`config.mk`:
```
export PLATFORM = sky130hd
export DESIGN_NAME = grid_tetrahedra_index_generator
export DESIGN_NICKNAME = d
export VERILOG_FILES = /design/src/design/gtig_pkg.sv /design/src/design/grid_tetrahedra_index_generator.sv
export VERILOG_INCLUDE_DIRS = /design/src /design/src/design
export SDC_FILE = /design/constraint.sdc
export NUM_CORES = 1
export LEC_CHECK = 0
export BUFFER_PORTS_ARGS = -buffer_cell sky130_fd_sc_hd__buf_4
export CORE_ASPECT_RATIO = 1.25
export CORE_MARGIN = 4
export CORE_UTILIZATION = 40
export CTS_CLUSTER_SIZE = 14
export DETAILED_ROUTE_END_ITERATION = 10
export GPL_TIMING_DRIVEN = 0
export PLACE_DENSITY = 0.65
export SYNTH_ARGS = -nofsm -noshare
export SYNTH_HDL_FRONTEND = slang
export SYNTH_SLANG_ARGS = --single-unit
```
`constraint.sdc`:
```
create_clock -name clk -period 3.2 [get_ports clk]
set_input_delay 0.64 -clock clk [delete_from_list [all_inputs] [get_ports clk]]
set_output_delay 0.64 -clock clk [all_outputs]
set_load 0.03 [all_outputs]
```
`src/design/grid_tetrahedra_index_generator_defines.svh`:
```
// Assertion macros shared by the grid tetrahedra index generator RTL.
// Needs a clock named clk and an active-high reset named rst in scope.
`ifndef GRID_TETRAHEDRA_INDEX_GENERATOR_DEFINES_SVH
`define GRID_TETRAHEDRA_INDEX_GENERATOR_DEFINES_SVH

// Property must hold at every clock edge outside reset.
`define GTIG_ASSERT(lbl, prop, msg) \
  lbl: assert property (@(posedge clk) disable iff (rst) (prop)) else $error(msg);

// Expression must never be true outside reset.
`define GTIG_ASSERT_NEVER(lbl, expr, msg) \
  lbl: assert property (@(posedge clk) disable iff (rst) !(expr)) else $error(msg);

`endif

```
`src/design/gtig_pkg.sv`:
```
// Package for the grid tetrahedra index generator: widths, defaults and the
// corner offset table. No dependencies.
package gtig_pkg;

  localparam int X_BITS_DEF = 6;
  localparam int Y_BITS_DEF = 6;
  localparam int Z_BITS_DEF = 6;

  localparam int CELL_INDICES = 24;
  localparam int CNT_W        = 5;
  localparam int TETRA_W      = 3;
  localparam int CORNER_W     = 2;
  localparam logic [CNT_W-1:0] LAST_CNT = CNT_W'(CELL_INDICES - 1);

  // Corner offset per result: bit 0 = +x, bit 1 = +y, bit 2 = +z.
  function automatic logic [2:0] corner_offset(input logic [CNT_W-1:0] k);
    logic [2:0] off;
    unique case (k)
      5'd0:    off = 3'd1;
      5'd1:    off = 3'd0;
      5'd2:    off = 3'd3;
      5'd3:    off = 3'd7;
      5'd4:    off = 3'd7;
      5'd5:    off = 3'd0;
      5'd6:    off = 3'd3;
      5'd7:    off = 3'd2;
      5'd8:    off = 3'd2;
      5'd9:    off = 3'd0;
      5'd10:   off = 3'd6;
      5'd11:   off = 3'd7;
      5'd12:   off = 3'd0;
      5'd13:   off = 3'd4;
      5'd14:   off = 3'd6;
      5'd15:   off = 3'd7;
      5'd16:   off = 3'd4;
      5'd17:   off = 3'd0;
      5'd18:   off = 3'd5;
      5'd19:   off = 3'd7;
      5'd20:   off = 3'd0;
      5'd21:   off = 3'd1;
      5'd22:   off = 3'd5;
      5'd23:   off = 3'd7;
      default: off = 3'd0;
    endcase
    return off;
  endfunction

endpackage

```
`src/design/grid_tetrahedra_index_generator.sv`:
```
// Grid tetrahedra index generator: point index in, 24 corner indices out.
// Depends on gtig_pkg and grid_tetrahedra_index_generator_defines.svh.
//
// Each item is a grid point index; a point that is the low corner of a cube
// cell yields 24 results (six tetrahedra of four corners each, tetrahedron 0
// first), the 24th flagged by last. Points on the far face of any axis yield
// nothing. The point passes an input register, a coordinate decode stage
// (swizzled 2x2x2 blocks or plain raster, per swizzle_enable), the corner
// sequencer and the output register, in that order. The corner sequencer
// issues one result per cycle while the output register is not held by
// vertex_stall, so a cell occupies it for all 24 results before the next;
// far-face points leave the decode stage without waiting for it, and the
// next cell is loaded as the previous one issues its last result.
// swizzle_enable resets to 1 and is written through cfg_we / cfg_wdata.
`include "grid_tetrahedra_index_generator_defines.svh"

module grid_tetrahedra_index_generator #(
  parameter int X_BITS = gtig_pkg::X_BITS_DEF,
  parameter int Y_BITS = gtig_pkg::Y_BITS_DEF,
  parameter int Z_BITS = gtig_pkg::Z_BITS_DEF
) (
  input  logic                                  clk,
  input  logic                                  rst,
  input  logic                                  cfg_we,
  input  logic                                  cfg_wdata,
  input  logic                                  point_valid,
  output logic                                  point_stall,
  input  logic [X_BITS+Y_BITS+Z_BITS-1:0]       point_index,
  output logic                                  vertex_valid,
  input  logic                                  vertex_stall,
  output logic [X_BITS+Y_BITS+Z_BITS-1:0]       vertex_index,
  output logic [gtig_pkg::TETRA_W-1:0]          tetra_number,
  output logic [gtig_pkg::CORNER_W-1:0]         corner_number,
  output logic                                  last
);
  import gtig_pkg::*;

  localparam int TOTAL_BITS = X_BITS + Y_BITS + Z_BITS;

  logic swizzle_enable;

  // stage 1: input register
  logic                  v1;
  logic [TOTAL_BITS-1:0] idx1;

  // stage 2: decoded coordinates
  logic              v2;
  logic [X_BITS-1:0] x2;
  logic [Y_BITS-1:0] y2;
  logic [Z_BITS-1:0] z2;

  // stage 3: corner sequencer
  logic              v3;
  logic [X_BITS-1:0] x3;
  logic [Y_BITS-1:0] y3;
  logic [Z_BITS-1:0] z3;
  logic [CNT_W-1:0]  cnt;

  logic [X_BITS-1:0] x_dec;
  logic [Y_BITS-1:0] y_dec;
  logic [Z_BITS-1:0] z_dec;

  logic              emit;
  logic              done3;
  logic              far2;
  logic              take2;
  logic              adv2;
  logic [2:0]        off;
  logic [X_BITS-1:0] xs;
  logic [Y_BITS-1:0] ys;
  logic [Z_BITS-1:0] zs;
  logic              last_slot;

  always_ff @(posedge clk) begin
    if (rst) begin
      swizzle_enable <= 1'b1;
    end else if (cfg_we) begin
      swizzle_enable <= cfg_wdata;
    end
  end

  // Coordinate decode. Swizzled: bits 0..2 are the low bits of x, y, z, the
  // rest holds the upper bits in raster order.
  always_comb begin
    x_dec = idx1[X_BITS-1:0];
    y_dec = idx1[X_BITS +: Y_BITS];
    z_dec = idx1[X_BITS+Y_BITS +: Z_BITS];
    if (swizzle_enable) begin
      x_dec[0] = idx1[0];
      y_dec[0] = idx1[1];
      z_dec[0] = idx1[2];
      for (int i = 1; i < X_BITS; i++) begin
        x_dec[i] = idx1[i+2];
      end
      for (int i = 1; i < Y_BITS; i++) begin
        y_dec[i] = idx1[X_BITS+1+i];
      end
      for (int i = 1; i < Z_BITS; i++) begin
        z_dec[i] = idx1[X_BITS+Y_BITS+i];
      end
    end
  end

  assign emit  = v3 && (!vertex_valid || !vertex_stall);
  assign done3 = emit && (cnt == LAST_CNT);
  assign far2  = (x2 == '1) || (y2 == '1) || (z2 == '1);
  // far-face points are dropped here without reaching the sequencer
  assign take2 = v2 && (far2 || !v3 || done3);
  assign adv2  = !v2 || take2;

  assign point_stall = v1 && !adv2;

  always_ff @(posedge clk) begin
    if (rst) begin
      v1 <= 1'b0;
    end else if (!point_stall) begin
      v1 <= point_valid;
    end
  end

  always_ff @(posedge clk) begin
    if (!point_stall) begin
      idx1 <= point_index;
    end
  end

  always_ff @(posedge clk) begin
    if (rst) begin
      v2 <= 1'b0;
    end else if (adv2) begin
      v2 <= v1;
    end
  end

  always_ff @(posedge clk) begin
    if (adv2) begin
      x2 <= x_dec;
      y2 <= y_dec;
      z2 <= z_dec;
    end
  end

  always_ff @(posedge clk) begin
    if (rst) begin
      v3  <= 1'b0;
      cnt <= '0;
    end else begin
      priority if (take2 && !far2) begin
        v3  <= 1'b1;
        cnt <= '0;
      end else if (done3) begin
        v3  <= 1'b0;
        cnt <= '0;
      end else begin
        if (emit) begin
          cnt <= cnt + CNT_W'(1);
        end
      end
    end
  end

  always_ff @(posedge clk) begin
    if (take2 && !far2) begin
      x3 <= x2;
      y3 <= y2;
      z3 <= z2;
    end
  end

  // Coordinates never sit at their maximum here, so the +1 cannot wrap.
  assign off = corner_offset(cnt);
  assign xs  = x3 + X_BITS'(off[0]);
  assign ys  = y3 + Y_BITS'(off[1]);
  assign zs  = z3 + Z_BITS'(off[2]);

  always_ff @(posedge clk) begin
    if (rst) begin
      vertex_valid <= 1'b0;
    end else if (emit) begin
      vertex_valid <= 1'b1;
    end else if (!vertex_stall) begin
      vertex_valid <= 1'b0;
    end
  end

  always_ff @(posedge clk) begin
    if (emit) begin
      vertex_index  <= {zs, ys, xs};
      tetra_number  <= cnt[CNT_W-1:2];
      corner_number <= cnt[1:0];
      last          <= (cnt == LAST_CNT);
    end
  end

  // tetrahedron and corner together are the result count
  assign last_slot = ({tetra_number, corner_number} == LAST_CNT);

  `GTIG_ASSERT(a_last_on_final_corner, vertex_valid |-> (last == last_slot), "last misplaced")
  `GTIG_ASSERT(a_cnt_restarts, done3 |=> (cnt == '0), "corner counter did not restart")
  `GTIG_ASSERT_NEVER(a_no_far_cell, v3 && (&x3 || &y3 || &z3), "far-face point in sequencer")
  `GTIG_ASSERT(a_cell_held, (vertex_valid && !last) |-> v3, "cell left before last corner")

endmodule
```
== Yosys cells after proc, flatten, opt, wreduce, memory -nomap -nowiden ==
Memories as Yosys holds them, arrays and structs flattened. A register that Yosys moved wholly into a read port is not among the register bits.
Cells that the tools add are included.
Widths: inputs -> output; s select.

* $add $sub $neg: 4
* Equal/unequal tests: 5
* Muxes and demuxes: 9
* Reduce and logical (&&, ||, !) cells: 19

{| class="wikitable"
|+ Operator list
! operator !! count
|-
| $add 6x1->6 || 3
|-
| $eq 6x6->1 const B || 3
|-
| $mux 6 || 2
|-
| $mux 5 || 2
|-
| $logic_not 1->1 || 6
|-
| $logic_or 1x1->1 || 6
|-
| $add 5x1->5 const B || 1
|-
| $eq 5x5->1 const B || 1
|-
| $logic_and 1x1->1 || 5
|-
| $mux 1 || 5
|-
| $reduce_or 3->1 || 1
|-
| $ne 2x1->1 const B || 1
|-
| $reduce_bool 2->1 || 1
|}

* Bits in registers: 88
* Memory bits (read-only): 96
* Output and inout port bits: 26
* Memories: 1

{| class="wikitable"
|+ Memory list
! name !! depth !! bits a word !! rd ports !! clocked after memory_dff !! wr ports !! RTL line !! source
|-
| (name not given) || 32 || 3 || 1 || 1 || 0 || gtig_pkg.sv:18 || <nowiki>unique case (k)</nowiki>
|}

== Depth between registers and ports, before layout ==
* Depth in word-level cells: 9
* Depth in mapped cells: 8
* Gate-level depth less buffers: 7

== Least setup slack after synthesis ==
OpenSTA, ideal clock, no wires.

* Path kind: in2out
* From: in vertex_stall
* To: out point_stall
* Arrival: 2.194 ns
* Data required time: 2.560 ns
* Slack: 0.366 ns
* Stages on the path: 6
* Cells stage by stage: a21bo_4 buf_2 o31ai_1 nor2_1 nand2_1 inv_1

* Longest elaborated chain between the ends: 9

{| class="wikitable"
|+ Ends and longest elaborated chain
! element !! RTL line !! source
|-
| start, declared || grid_tetrahedra_index_generator.sv:30 || <nowiki>input logic vertex_stall,</nowiki>
|-
| $logic_not 1->1 || n/a ||
|-
| $logic_or 1x1->1 || grid_tetrahedra_index_generator.sv:104 || <nowiki>assign emit = v3 && (!vertex_valid || !vertex_stall);</nowiki>
|-
| $logic_and 1x1->1 || grid_tetrahedra_index_generator.sv:104 ||
|-
| $logic_and 1x1->1 || grid_tetrahedra_index_generator.sv:105 || <nowiki>assign done3 = emit && (cnt == LAST_CNT);</nowiki>
|-
| $logic_or 1x1->1 || grid_tetrahedra_index_generator.sv:108 || <nowiki>assign take2 = v2 && (far2 || !v3 || done3);</nowiki>
|-
| $logic_and 1x1->1 || grid_tetrahedra_index_generator.sv:108 ||
|-
| $logic_or 1x1->1 || grid_tetrahedra_index_generator.sv:109 || <nowiki>assign adv2 = !v2 || take2;</nowiki>
|-
| $logic_not 1->1 || grid_tetrahedra_index_generator.sv:111 || <nowiki>assign point_stall = v1 && !adv2;</nowiki>
|-
| $logic_and 1x1->1 || grid_tetrahedra_index_generator.sv:111 ||
|-
| end, declared || grid_tetrahedra_index_generator.sv:27 || <nowiki>output logic point_stall,</nowiki>
|}

Every way passes these cells.

== Final worst setup path ==
* From: reg cnt[3]
* To: out point_stall

* Longest elaborated chain between the ends: 7

{| class="wikitable"
|+ Ends and longest elaborated chain
! element !! RTL line !! source
|-
| start, declared || grid_tetrahedra_index_generator.sv:57 || <nowiki>logic [CNT_W-1:0] cnt;</nowiki>
|-
| start signal, assigned || grid_tetrahedra_index_generator.sv:156 || <nowiki>cnt <= cnt + CNT_W'(1);</nowiki>
|-
| $eq 5x5->1 || grid_tetrahedra_index_generator.sv:105 ||
|-
| $logic_and 1x1->1 || grid_tetrahedra_index_generator.sv:105 ||
|-
| $logic_or 1x1->1 || grid_tetrahedra_index_generator.sv:108 ||
|-
| $logic_and 1x1->1 || grid_tetrahedra_index_generator.sv:108 ||
|-
| $logic_or 1x1->1 || grid_tetrahedra_index_generator.sv:109 ||
|-
| $logic_not 1->1 || grid_tetrahedra_index_generator.sv:111 ||
|-
| $logic_and 1x1->1 || grid_tetrahedra_index_generator.sv:111 ||
|}

Every way passes these cells.

==> summary.txt <==
STA
  – Count of pins over their slew limit: 0
  – Max-slew headroom: 43.8%
  – Final Cycle Share: 92.1%
  – Minimum clock period: 2.95 ns
  – Actual slew at the worst max-slew pin: 0.839 ns
  – Max Clock Freq: approximately 340 MHz
  – Layout Skew: 0.0117 ns
  – Worst setup margin: 0.253 ns
  – Final Hold Slack: around 0.42 ns
  – Setup-failing EPs final: 0
  – Final hold violations: 0
  – RSZ-0062 raised after global routing: false

Logic synthesis
  – Async SR Flop Fraction: 0%
  – YS warnings: 0
  – Synth top area share: 64.8%
  – Flops & latches, synth: 91
  – Predominant post-synthesis flop cell: edfxtp_1
  – Synth area leader: edfxtp_1
  – Synthesized cell area: 3610 µm²
  – Syn_nets: 269
  – Synth area leaders: edfxtp_1, dfxtp_1, mux2_2
  – Seq/Total Area, Yosys: 72.0%
  – EDFF count, synth: between 70 and 80
  – Distinct cells, synth: 44
  – Synth Instances: 238
  – Post-Syn Area per Cell: 15.2 µm²

Placement
  – Routability cong.: 0.817
  – Cell total after placement: between 400 and 500
  – Detailed placer's ending HPWL: approximately 4000 µm
  – Port bufs: 49
  – DP Worst Slack: -0.0174 ns

Worst hold path
  – Hold endpoint: z2[3]$_DFFE_PP_
  – Worst Hold Depth: 0
  – Min-delay worst type: reg2reg
  – HP Start: idx1[15]$_DFFE_PN_

Worst setup path
  – Critical setup path kind: reg2out
  – Worst Path Required: 2.56 ns
  – R2r setup slk: 0.79 ns
  – Crit path launch type: register
  – Crit-path max FO: 20
  – Worst endpoint data arrival time: 2.31 ns
  – FF-to-FF path depth: 4
  – Reg2Reg Launch Point: cnt[0]$_SDFFE_PP0N_
  – Critical R2R Capture: x3[5]$_DFFE_PP_
  – Crit. End Element: output pin

Floorplan
  – Num rows: 38
  – Die area: 10600 µm²
  – Die height: approximately 110 µm
  – Die width: 93.0 µm
  – Ports: 50
  – Core region area: 8750 µm²
  – Starting Density: 41.3%

Route
  – Wirelength per Cell: roughly 13 µm
  – DRC: 0
  – DR vias: 2024
  – Final WL: around 5700 µm
  – Post-DRT Antenna Nets: 0
  – Drt initial violations: about 140
  – Routed vias/inst: 4.78
  – Router iterations before antenna repair: 4

Pwr
  – Leak: roughly 0.0016 µW
  – PD cells: 512 nW/µm²
  – Max VDD drop: 336 µV

Clock tree
  – CTS H-Tree Depth: 3
  – Hold buffers post-CTS: 0
  – Post-CTS Setup Repair Bufs: 0
  – Worst-Skew Late Latency: approximately 0.36 ns
  – Clock transition at path regs: 0.08 ns
  – CTS tree: yes
  – Total CTS buffers: 9
  – Clk root buf: clkbuf_8
  – Clk buf depth: 2
  – Clk sinks: 91

Layout
  – Finished Layout Cells: about 420
  – Fin util: 49.4%
  – Area Growth Syn to Fin: 19.5%
  – Antenna cells: 0
  – Layout cells sized above 1: 28.7%
  – Final Net Count: 329

Global routing
  – Vias in the first global route: between 2000 and 2500
  – First-pass GRT wire length: ~9500 µm
  – Initial antenna violation count: 0
  – GRT Overall Usage: 11.7%
  – Grt ovf: 0
  – Largest net degree at the start of global routing: 34

Run
  – Maximum capacitance violations: 0

Status
  – Status: finished clean
==> worst max-delay path by stage <==
stage                   startpoint     endpoint  slack, ns  cells after the start
2_1_floorplan         vertex_stall  point_stall       0.37                      6
3_3_place_gp          vertex_stall  point_stall       0.01                      8
3_5_place_dp          vertex_stall  point_stall      -0.02                      8
4_1_cts        cnt[4]$_SDFFE_PP0N_  point_stall       0.02                      7
5_1_grt        cnt[3]$_SDFFE_PP0N_  point_stall       0.05                      7
6_report       cnt[3]$_SDFFE_PP0N_  point_stall       0.25                      7
==> state kept, by name, indices dropped and copies added, names as in the netlist, 6 cells and up <==
name,flops
x3,6
z3,6
z2,6
x2,6
y2,6
y3,6
vertex_index,18
idx1,18
==> worst max-delay path, cell delays in order (launching register included) <==
cell and delay, ns:
dfxtp_1 0.41, clkbuf_1 0.37, buf_2 0.30, o31ai_2 0.12, nor2_1 0.27, nand2_4 0.22, inv_1 0.09, buf_4 0.15
==> kinds of logic after synthesis <==
logic type	Yosys count	share of synthesized area, %
xor+xnor	18	4.57
compound gates	33	6.09
simple gates	62	9.24
fa+ha+maj	7	2.42
mux	13	4.02
flops	91	72.0
buf+inv	14	1.63
==> cell usage after synthesis (all sizes together), types with 2 or more instances <==
cell,number
clkbuf,4
o21bai,2
o31ai,2
nand4,5
and3,4
a21oi,12
o21ai,4
o22ai,2
nor2,15
ha,7
a211oi,2
mux2,12
or3,2
xor2,5
inv,4
nor2b,2
a211o,2
nor3,2
nand2,8
nand3,15
edfxtp,78
and4,4
dfxtp,13
buf,5
xnor2,13
==> power by group <==
| group | total, µW | internal (µW) | switching (µW) |
|---|---|---|---|
| Combinational | 148 | 67.6 | 80.5 |
| Clock | 679 | 284 | 395 |
| Sequential | 1380 | 1350 | 28.8 |
| Total | 2210 | 1700 | 504 |
==> per-layer routing <==
layer  wire length (µm)  share of wire (%)  up-vias  GRT usage, %
met2               2830                 50       48          19.6
met4                161                2.8        0          7.04
li1                   -                  -     1029             -
met3                298                5.3       13          3.16
met1               2390                 42      934          13.3
met5                  0                  0        -             0
==> per-stage QoR <==
stage | setup TNS, ns | power, µW | area (µm²)
6_report | 0 | 2210 | 4320
5_1_grt | 0 | 2290 | 4320
4_1_cts | 0 | 2230 | 4300
3_5_place_dp | -0.0174 | 1560 | 4130
3_3_place_gp | 0 | 1550 | 4130
2_1_floorplan | 0 | 1490 | 3610
==> cell usage in the layout (no fill, tap or decap), drive strengths merged, types with 5 or more instances in the layout <==
cell,count
dfxtp,13
ha,7
mux2,12
a21oi,12
nor2,15
nand3,15
clkbuf,14
clkinv,5
buf,54
xnor2,13
nand2,8
inv,6
xor2,5
nand4,5
edfxtp,78
==> what timing repair did <==
action / CTS / global route
gates cloned: 0 / 0
endpoints found under the setup margin: 1 / 1
hold endpoints to repair: 0 / 0
gates resized for setup: 2 / 6
==> final cells by class <==
cell class / count / area [µm²]
plain buffers: 9 / 42.5
clock buffers: 10 / 128
clock inverters: 6 / 40.0
fillers: 794 / 4430
inverters: 5 / 20.0
multi-input cells: 133 / 967
flip-flops and latches: 91 / 2600
well taps: 120 / 150
repair buffers: 49 / 368
Power figures use the tool's default switching activity.
